--- src/rtl/core/cepgs_pkg.sv ---
// Shared types, particle codes and the class decoder for the group energy summer.
package cepgs_pkg;

    typedef enum logic [2:0] {
        ST_HIT,
        ST_UPD,
        ST_SCAN,
        ST_LOAD,
        ST_EMPTY
    } t_state;

    typedef enum logic [1:0] {
        CLS_PION,
        CLS_MUON,
        CLS_MIP,
        CLS_NONE
    } t_cls;

    localparam logic signed [31:0] CODE_PION    = 32'sd211;
    localparam logic signed [31:0] CODE_MUON    = -32'sd13;
    localparam logic signed [31:0] CODE_ELEC    = 32'sd11;
    localparam logic signed [31:0] CODE_POSITRON = -32'sd11;

    function automatic t_cls class_of(input logic signed [31:0] code);
        t_cls c;
        if (code == CODE_PION) begin
            c = CLS_PION;
        end else if (code == CODE_MUON) begin
            c = CLS_MUON;
        end else if (code == CODE_ELEC || code == CODE_POSITRON) begin
            c = CLS_MIP;
        end else begin
            c = CLS_NONE;
        end
        return c;
    endfunction

endpackage

--- src/rtl/core/class_energy_per_group_sum_unit.sv ---
// Top level: per-event energy sums by time group and particle class.
//
// Hits stream in on the hit channel, one word per hit. Codes 211 (pion), -13 (muon)
// and +/-11 (electron/positron) are classified; any other code is ignored. Energy
// is accumulated per group and class in a single-port sum memory (three SUM_BITS
// sums per word), saturating at 2^SUM_BITS - 1. A classified hit whose group is at
// or above GROUPS is dropped and sets the event's dropped flag. Each hit is first
// accepted with its memory read issued, then added and written back, and no new
// hit is taken before that write-back (the registered read port needs this). After
// the last hit's write-back the block scans the presence map one group per cycle,
// passing through a load state for each present group's read, and stops after the
// highest present group; it emits one result word per present group in ascending
// order. With no group present it scans all GROUPS entries and then loads a single
// empty word. A stall on the result side holds the block in its load states. The
// result word sits in an output register, so the next event's first hit is taken
// while the final result still waits. Presence bits and the dropped flag clear at
// the end of emission; the sum memory needs no clearing, since a group's first hit
// overwrites its entry.
module class_energy_per_group_sum_unit #(
    parameter int GROUPS   = 16,
    parameter int SUM_BITS = 32
) (
    input  logic               i_clk,
    input  logic               i_rst_n,
    // hit channel
    input  logic               i_hit_valid,
    output logic               o_hit_ready,
    input  logic signed [31:0] i_particle_code,
    input  logic [23:0]        i_energy,
    input  logic [7:0]         i_group_index,
    input  logic               i_last_hit,
    // result channel
    output logic               o_res_valid,
    input  logic               i_res_ready,
    output logic [3:0]         o_group_id,
    output logic [31:0]        o_pion_sum,
    output logic [31:0]        o_muon_sum,
    output logic [31:0]        o_mip_sum,
    output logic               o_has_group,
    output logic               o_dropped_hits,
    output logic               o_last_result
);

    localparam int GW = (GROUPS > 1) ? $clog2(GROUPS) : 1;
    localparam int WW = 3 * SUM_BITS;
    // adder width: wide enough for either operand plus carry
    localparam int AW = ((SUM_BITS > 24) ? SUM_BITS : 24) + 1;
    localparam logic [SUM_BITS-1:0] MaxSum = '1;

    // sum memory, word = {mip, muon, pion}
    logic [WW-1:0] r_mem [GROUPS];
    logic [WW-1:0] r_rd_data;

    cepgs_pkg::t_state r_state, n_state;

    logic [GROUPS-1:0] r_present;
    logic              r_overflow;
    logic [GW-1:0]     r_ptr;

    // captured hit
    cepgs_pkg::t_cls r_cls;
    logic [23:0]     r_energy;
    logic [GW-1:0]   r_grp;
    logic            r_last;
    logic            r_upd;

    // output register
    logic          r_o_valid;
    logic [3:0]    r_o_group;
    logic [31:0]   r_o_pion, r_o_muon, r_o_mip;
    logic          r_o_has, r_o_drop, r_o_last;

    // control
    logic          hit_ready, hit_acc;
    logic          rd_en;
    logic [GW-1:0] rd_addr;
    logic          wr_en;
    logic          out_load, out_empty;
    logic          ptr_clr, ptr_inc;
    logic          ev_clear;
    logic          load_ok;
    logic          more_above;
    logic          ptr_at_end;

    cepgs_pkg::t_cls hit_cls;
    logic            hit_in_range;

    // read-modify-write datapath
    logic [SUM_BITS-1:0] old_sel;
    logic [AW-1:0]       wide;
    logic [SUM_BITS-1:0] sat_sum;
    logic [WW-1:0]       base_word, n_word;

    assign hit_cls      = cepgs_pkg::class_of(i_particle_code);
    assign hit_in_range = (i_group_index < 8'(GROUPS));
    assign hit_acc      = i_hit_valid && hit_ready;
    assign load_ok      = !r_o_valid || i_res_ready;
    assign ptr_at_end   = (r_ptr == GW'(GROUPS - 1));

    // any present group past the scan pointer decides last_result
    always_comb begin
        more_above = 1'b0;
        for (int j = 0; j < GROUPS; j++) begin
            if (r_present[j] && (GW'(j) > r_ptr)) begin
                more_above = 1'b1;
            end
        end
    end

    // next state
    always_comb begin
        n_state = r_state;
        case (r_state)
            cepgs_pkg::ST_HIT: begin
                if (hit_acc) begin
                    n_state = cepgs_pkg::ST_UPD;
                end
            end
            cepgs_pkg::ST_UPD: begin
                n_state = r_last ? cepgs_pkg::ST_SCAN : cepgs_pkg::ST_HIT;
            end
            cepgs_pkg::ST_SCAN: begin
                if (r_present[r_ptr]) begin
                    n_state = cepgs_pkg::ST_LOAD;
                end else if (ptr_at_end) begin
                    n_state = cepgs_pkg::ST_EMPTY;
                end
            end
            cepgs_pkg::ST_LOAD: begin
                if (load_ok) begin
                    n_state = more_above ? cepgs_pkg::ST_SCAN : cepgs_pkg::ST_HIT;
                end
            end
            cepgs_pkg::ST_EMPTY: begin
                if (load_ok) begin
                    n_state = cepgs_pkg::ST_HIT;
                end
            end
            default: n_state = cepgs_pkg::ST_HIT;
        endcase
    end

    // state outputs
    always_comb begin
        hit_ready = 1'b0;
        rd_en     = 1'b0;
        rd_addr   = r_ptr;
        wr_en     = 1'b0;
        out_load  = 1'b0;
        out_empty = 1'b0;
        ptr_clr   = 1'b0;
        ptr_inc   = 1'b0;
        ev_clear  = 1'b0;
        case (r_state)
            cepgs_pkg::ST_HIT: begin
                hit_ready = 1'b1;
                rd_addr   = i_group_index[GW-1:0];
                rd_en     = hit_acc && hit_in_range && (hit_cls != cepgs_pkg::CLS_NONE);
            end
            cepgs_pkg::ST_UPD: begin
                wr_en   = r_upd;
                ptr_clr = r_last;
            end
            cepgs_pkg::ST_SCAN: begin
                if (r_present[r_ptr]) begin
                    rd_en = 1'b1;
                end else if (!ptr_at_end) begin
                    ptr_inc = 1'b1;
                end
            end
            cepgs_pkg::ST_LOAD: begin
                if (load_ok) begin
                    out_load = 1'b1;
                    ptr_inc  = more_above;
                    ev_clear = !more_above;
                end
            end
            cepgs_pkg::ST_EMPTY: begin
                if (load_ok) begin
                    out_load  = 1'b1;
                    out_empty = 1'b1;
                    ev_clear  = 1'b1;
                end
            end
            default: begin
                hit_ready = 1'b0;
            end
        endcase
    end

    // saturating add on the hit's class
    always_comb begin
        base_word = r_present[r_grp] ? r_rd_data : '0;
        case (r_cls)
            cepgs_pkg::CLS_PION: old_sel = base_word[0*SUM_BITS +: SUM_BITS];
            cepgs_pkg::CLS_MUON: old_sel = base_word[1*SUM_BITS +: SUM_BITS];
            cepgs_pkg::CLS_MIP:  old_sel = base_word[2*SUM_BITS +: SUM_BITS];
            default:             old_sel = '0;
        endcase
        wide    = AW'(old_sel) + AW'(r_energy);
        sat_sum = (wide > AW'(MaxSum)) ? MaxSum : wide[SUM_BITS-1:0];
        n_word  = base_word;
        case (r_cls)
            cepgs_pkg::CLS_PION: n_word[0*SUM_BITS +: SUM_BITS] = sat_sum;
            cepgs_pkg::CLS_MUON: n_word[1*SUM_BITS +: SUM_BITS] = sat_sum;
            cepgs_pkg::CLS_MIP:  n_word[2*SUM_BITS +: SUM_BITS] = sat_sum;
            default:             n_word = base_word;
        endcase
    end

    // sum memory
    always_ff @(posedge i_clk) begin
        if (wr_en) begin
            r_mem[r_grp] <= n_word;
        end
        if (rd_en) begin
            r_rd_data <= r_mem[rd_addr];
        end
    end

    // control state
    always_ff @(posedge i_clk) begin
        if (!i_rst_n) begin
            r_state    <= cepgs_pkg::ST_HIT;
            r_present  <= '0;
            r_overflow <= 1'b0;
            r_ptr      <= '0;
            r_upd      <= 1'b0;
            r_last     <= 1'b0;
            r_o_valid  <= 1'b0;
        end else begin
            r_state <= n_state;
            if (hit_acc) begin
                r_upd  <= hit_in_range && (hit_cls != cepgs_pkg::CLS_NONE);
                r_last <= i_last_hit;
                if (!hit_in_range && (hit_cls != cepgs_pkg::CLS_NONE)) begin
                    r_overflow <= 1'b1;
                end
            end
            if (wr_en) begin
                r_present[r_grp] <= 1'b1;
            end
            if (ptr_clr) begin
                r_ptr <= '0;
            end else if (ptr_inc) begin
                r_ptr <= r_ptr + 1'b1;
            end
            if (ev_clear) begin
                r_present  <= '0;
                r_overflow <= 1'b0;
            end
            if (out_load) begin
                r_o_valid <= 1'b1;
            end else if (i_res_ready) begin
                r_o_valid <= 1'b0;
            end
        end
    end

    // hit capture and output payload
    always_ff @(posedge i_clk) begin
        if (hit_acc) begin
            r_cls    <= hit_cls;
            r_energy <= i_energy;
            r_grp    <= i_group_index[GW-1:0];
        end
        if (out_load) begin
            r_o_drop <= r_overflow;
            if (out_empty) begin
                r_o_group <= '0;
                r_o_pion  <= '0;
                r_o_muon  <= '0;
                r_o_mip   <= '0;
                r_o_has   <= 1'b0;
                r_o_last  <= 1'b1;
            end else begin
                r_o_group <= 4'(r_ptr);
                r_o_pion  <= 32'(r_rd_data[0*SUM_BITS +: SUM_BITS]);
                r_o_muon  <= 32'(r_rd_data[1*SUM_BITS +: SUM_BITS]);
                r_o_mip   <= 32'(r_rd_data[2*SUM_BITS +: SUM_BITS]);
                r_o_has   <= 1'b1;
                r_o_last  <= !more_above;
            end
        end
    end

    assign o_hit_ready    = hit_ready;
    assign o_res_valid    = r_o_valid;
    assign o_group_id     = r_o_group;
    assign o_pion_sum     = r_o_pion;
    assign o_muon_sum     = r_o_muon;
    assign o_mip_sum      = r_o_mip;
    assign o_has_group    = r_o_has;
    assign o_dropped_hits = r_o_drop;
    assign o_last_result  = r_o_last;

endmodule

--- config.mk ---
export PLATFORM = sky130hd
export DESIGN_NAME = class_energy_per_group_sum_unit
export DESIGN_NICKNAME = d
export VERILOG_FILES = /design/src/rtl/core/cepgs_pkg.sv /design/src/rtl/core/class_energy_per_group_sum_unit.sv
export SDC_FILE = /design/constraint.sdc
export NUM_CORES = 2
export LEC_CHECK = 0
export ABC_AREA = 0
export ABC_CLOCK_PERIOD_IN_PS = 27700
export BUFFER_PORTS_ARGS = -buffer_cell sky130_fd_sc_hd__buf_2
export CAP_MARGIN = 20
export CORE_UTILIZATION = 46
export DETAILED_ROUTE_END_ITERATION = 10
export HOLD_SLACK_MARGIN = 0.06
export PLACE_DENSITY = 0.64
export SLEW_MARGIN = 20
export SYNTH_ARGS = -nofsm -noshare
export SYNTH_HDL_FRONTEND = slang
export SYNTH_SLANG_ARGS = --single-unit
--- constraint.sdc ---
create_clock -name i_clk -period 27.7 [get_ports i_clk]
set_clock_uncertainty 0.1 [all_clocks]
set_input_delay 6.925 -clock i_clk [delete_from_list [all_inputs] [get_ports i_clk]]
set_output_delay 6.925 -clock i_clk [all_outputs]
set_load 0.02 [all_outputs]
Word-level counts from Yosys, hierarchy flattened
Memories as Yosys holds them, arrays and structs flattened. A register that Yosys moved wholly into a read port is not among the register bits.
Index checks and enable logic that the tools add are counted.
{ "classes": {"n_bitwise": 2, "shift": 0, "n_mul": 0, "div_mod_pow": 0, "order_cmp": 21, "add_sub_neg": 2, "reduce_logical": 35, "n_eq_ne": 16, "mux": 59} }
{ "ops": {"columns": ["op", "count"], "rows": [
  ["$mux W32", 4],
  ["$eq A32 B5 Y1 const B", 3],
  ["$mux W96", 1],
  ["$pmux W32 S3", 1],
  ["$mux W1", 36],
  ["$add A32 B24 Y33", 1],
  ["$gt A33 B32 Y1 const B", 1],
  ["$eq A32 B9 Y1 const B", 1],
  ["$gt A4 B4 Y1 const A", 8],
  ["$logic_and A1 B1 Y1", 22],
  ["$gt A3 B4 Y1 const A", 4],
  ["$or A16 B16 Y16", 1],
  ["$mux W3", 5],
  ["$pmux W3 S5", 1],
  ["$lt A4 B5 Y1 const B", 2],
  ["$bmux W1 S4", 2],
  ["$gt A1 B4 Y1 const A", 2],
  ["$gt A2 B4 Y1 const A", 2],
  ["$lt A8 B5 Y1 const B", 1],
  ["$mux W2", 4],
  ["$ne A2 B2 Y1 const B", 4],
  ["$eq A3 B2 Y1 const B", 2],
  ["$pmux W1 S2", 3],
  ["$reduce_or A2 Y1", 3],
  ["other kinds (18)", 21]
]} }
{ "word_totals": {"word_cells": 153, "reg_bits": 160, "latchBits": 0, "n_memories": 1, "romBits": 0, "ramBits": 1536, "out_inout_bits": 105, "in_bits": 69} }
{ "mem_list": {"columns": ["name", "words", "word_bits", "rd", "rd_clocked_by_memory_dff", "wr", "line", "rtl"], "rows": [
  ["r_mem", 16, 96, 1, 1, 1, "class_energy_per_group_sum_unit.sv:51", "logic [WW-1:0] r_mem [GROUPS];"]
]} }

Depth between registers and ports, before layout
{ "depth": {"depth_word": 22, "ltp_mapped": 19, "ltp_nobuf": 16} }

Least setup slack after synthesis
No wires, ideal clock.
{ "synth_path": {"path_kind": "input to register", "start": "in i_res_ready", "end": "reg r_o_drop (netlist: o_dropped_hits) (enable)", "n_path_buf": 0, "cell_stages": 2, "t_required_ps": 27034, "arrival_time_ps": 11279, "setup_ps": 566, "setup_slack_ps": 15755, "path_cell_list": "nor2b_1 nor2_1"} }
{ "synth_between": {"elab_chain_len": 3} }
{ "synth_rtl": {"columns": ["item", "line", "rtl"], "rows": [
  ["from (decl)", "class_energy_per_group_sum_unit.sv:34", "input logic i_res_ready,"],
  ["$logic_or A1 B1 Y1", "class_energy_per_group_sum_unit.sv:97", "assign load_ok = !r_o_valid || i_res_ready;"],
  ["$mux W1", "class_energy_per_group_sum_unit.sv:172, class_energy_per_group_sum_unit.sv:179", null],
  ["$mux W1", null, null],
  ["via out_load", "class_energy_per_group_sum_unit.sv:78", "logic out_load, out_empty;"],
  ["to (signal assigned)", "class_energy_per_group_sum_unit.sv:268", "r_o_drop <= r_overflow;"],
  ["to (decl)", "class_energy_per_group_sum_unit.sv:71", "logic r_o_has, r_o_drop, r_o_last;"]
]} }
The timed path passes the listed nets, and every way through them passes these cells.
A chain may end at the register's enable or synchronous reset.

Final worst setup path
{ "layout_path": {"start": "in i_group_index[0]", "end": "reg r_rd_data[82] (read register of r_mem), data pin"} }
{ "layout_between": {"elab_chain_len": 4, "word_cells_on_any_way": 5, "classes_between": "order compare: 1; mux: 2; reduce/logical: 2"} }
{ "layout_rtl": {"columns": ["item", "line", "rtl"], "rows": [
  ["from (decl)", "class_energy_per_group_sum_unit.sv:30", "input logic [7:0] i_group_index,"],
  ["$lt A8 B5 Y1", "class_energy_per_group_sum_unit.sv:95", "assign hit_in_range = (i_group_index < 8'(GROUPS));"],
  ["$logic_and A1 B1 Y1 (2 in a row)", "class_energy_per_group_sum_unit.sv:158", "rd_en = hit_acc && hit_in_range && (hit_cls != cepgs_pkg::CLS_NONE);"],
  ["$pmux W1 S2", "class_energy_per_group_sum_unit.sv:154", "case (r_state)"],
  ["to (decl)", "class_energy_per_group_sum_unit.sv:52", "logic [WW-1:0] r_rd_data;"]
]} }
Parallel ways exist; a longest one is shown, timed or not.

==> out/qor.csv <==
metric;value;unit
die_height;395;um
critPathMaxFanout;96;
grt_use_total;23.7;%
fin_cells;6174;
power.leakage;25.0;nW
h-tree-depth;4;
synth-seq-area-share;75.5;%
r2r_end;r_mem[11][43]$_DFFE_PP_;
antenna_found_initial;17;
initial_core_util;46.5;%
postSynthCellCount;3725;
io_pins;174;
drc;0;
final.setup.tns;0;ns
hold_class;reg -> reg;
hp-start;r_overflow$_SDFFE_PP0P_;
yosysWarnings;0;
via_per_inst;6.17;
hold_end;o_dropped_hits$_DFFE_PP_;
rsz0062_at_grt;false;
finalHoldViolCount;0;
syn_nets;3822;
area_delta_synth_final;13.4;%
syn_area_per_cell;19.0;um^2
ys_types;64;
final_max_slew_viol_count;0;
powerDensity;68.7;nW/um^2
reg2reg_depth;15;
synth_edf_count;1765;
grt_max_degree;141;
synth_compound_area_share;4.08;%
first_pass_iters;6;
synth_ff_type;edfxtp_1;
clockRootBuffer;clkbuf_16;
design_power_total;5.53;mW
critical_path_class;in -> reg;
worstPathArrival;11.41;ns
ant_nets;0;
drtIter0Drc;4058;
clock-sinks;1792;
final_common_cell;edfxtp_1;
clk_latency;0.80;ns
ys_ff_latch;1792;
port_buffers;173;
setup_viol;0;
cap_violations;0;
min_delay_path_depth;0;
dp_cells;5844;
ir_worst_vdd;0.0648;mV
place_congestion;0.841;
synth_top_area_share;74.7;%
core_area;152000;um^2
ctsLongestPathBuffers;3;
outcome;finished, final reports clean;
synth_area_leaders;edfxtp_1 (75%), mux4_2 (12%), and2_1 (1.7%);
tightest_slew;1.12;ns
die_area;156000;um^2
synthMuxAreaShare;13.1;%
nets;4091;
required;28.10;ns
wl;185;mm
drive_above_1_share;23.9;%
cp-start-kind;input port;
r2r-start;r_grp[1]$_DFFE_PP_;
num_vias;38100;
holdBufCountCts;0;
synth-simple-area-share;5.14;%
cts_setup_buffers;0;
hold_ws;0.363;ns
wire_per_inst;30.0;um
synth_adder_area_share;0.505;%
num_rows;143;
grt_pass1_wl;265;mm
slew_headroom;25.0;%
syn_area;70900;um^2
clk_pin_slew;0.06;ns
synth_top_family_by_area;multiplexers;
clock.fmax;90.9;MHz
reg2reg_slack;20.55;ns
yosys.area.top_type;edfxtp_1;
async_reset_ff_share;0;%
cts_tree;built;
fin_crit_sh;39.7;%
postCtsResizedCells;0;
chipWidth;395;um
synth_xor_area_share;0.383;%
utilization;52.8;%
min_period;11.01;ns
cts-buffers-inserted;176;
mostFrequentLayoutCells;edfxtp_1 (1765), mux4_2 (392), nand2_1 (257), and2_1 (197), clkbuf_16 (179);
crit_path_end_kind;flip-flop;
grt_pass1_vias;36800;
overflow;0;
place_hpwl;93.7;mm
[synth_stat cells (18+ instances only)]
cell	instances
a211oi_1	102
a21oi_1	65
a31oi_1	103
and2_1	197
buf_2	45
clkbuf_1	159
dfxtp_1	27
edfxtp_1	1765
ha_1	27
mux2i_1	40
mux4_2	392
nand2_1	258
nand3_1	91
nor2_1	119
nor3_1	18
o21a_1	20
o21ai_0	104
[cells by family (layout without fill, tap and decap cells)]
kind of cell	after synthesis	count (layout)
AOI/OAI and AO/OA	455	455
xor gates and xnor gates	31	31
adders and majority gates	28	28
buffers and inverters	236	652
DFF	1792	1792
muxes	435	435
other	0	3
and+or+nand+nor	748	748
[how the worst max path moves through the flow]
stage                           from                  endpoint  slack (ns)  cells after the start
detailed placement  i_group_index[0]   r_rd_data[82]$_DFFE_PP_       15.74                     10
CTS                 i_group_index[0]   r_rd_data[82]$_DFFE_PP_       16.61                     10
global route        i_group_index[0]   r_rd_data[82]$_DFFE_PP_       16.20                     10
floorplan                i_res_ready  o_dropped_hits$_DFFE_PP_       15.76                      2
global placement    i_group_index[0]   r_rd_data[82]$_DFFE_PP_       15.78                     10
finish              i_group_index[0]   r_rd_data[82]$_DFFE_PP_       16.69                     10
[stage by stage]
stage	instance area, um^2	setup slack [ns]
floorplan	70900	15.76
global placement	74900	15.78
detailed placement	74900	15.74
CTS	80400	16.61
global route	80400	16.20
finish	80400	16.69
[final cells by class]
type	count	area (um^2)
Multi-Input combinational cell	1697	16700
Clock inverter	102	828
Inverter	12	45.0
Sequential cell	1792	53500
Clock buffer	223	4640
Antenna cell	3	7.51
Fill cell	12000	72000
Timing Repair Buffer	315	2120
Tap cell	2030	2540
[per-layer routing]
| metal | global-route usage, % | share of wire, % |
|---|---|---|
| met3 | 4.26 | 9.5 |
| met2 | 36.0 | 46 |
| met5 | 0 | 0.025 |
| met1 | 35.9 | 43 |
| met4 | 5.68 | 2.0 |
[sequential cells by signal, indices dropped and copies added, names as in the netlist, 4 cells and up]
signal,count
o_group_id,4
o_mip_sum,32
o_muon_sum,32
o_pion_sum,32
r_energy,24
r_grp,4
r_mem,1536
r_present,16
r_ptr,4
r_rd_data,96
[critical path, cell delays in order]
cell and delay (ns):
buf_2 0.12, mux2i_4 0.12, buf_4 0.66, buf_12 0.61, buf_4 0.79, buf_4 0.73
mux4_2 0.58, and2_1 0.16, a211oi_1 0.25, a31oi_1 0.07
[power breakdown]
part | internal [mW] | switching, mW
registers | 2.95 | 0.00453
logic | 0.123 | 0.160
clock network | 1.29 | 1.00
Power figures use the tool's default switching activity.
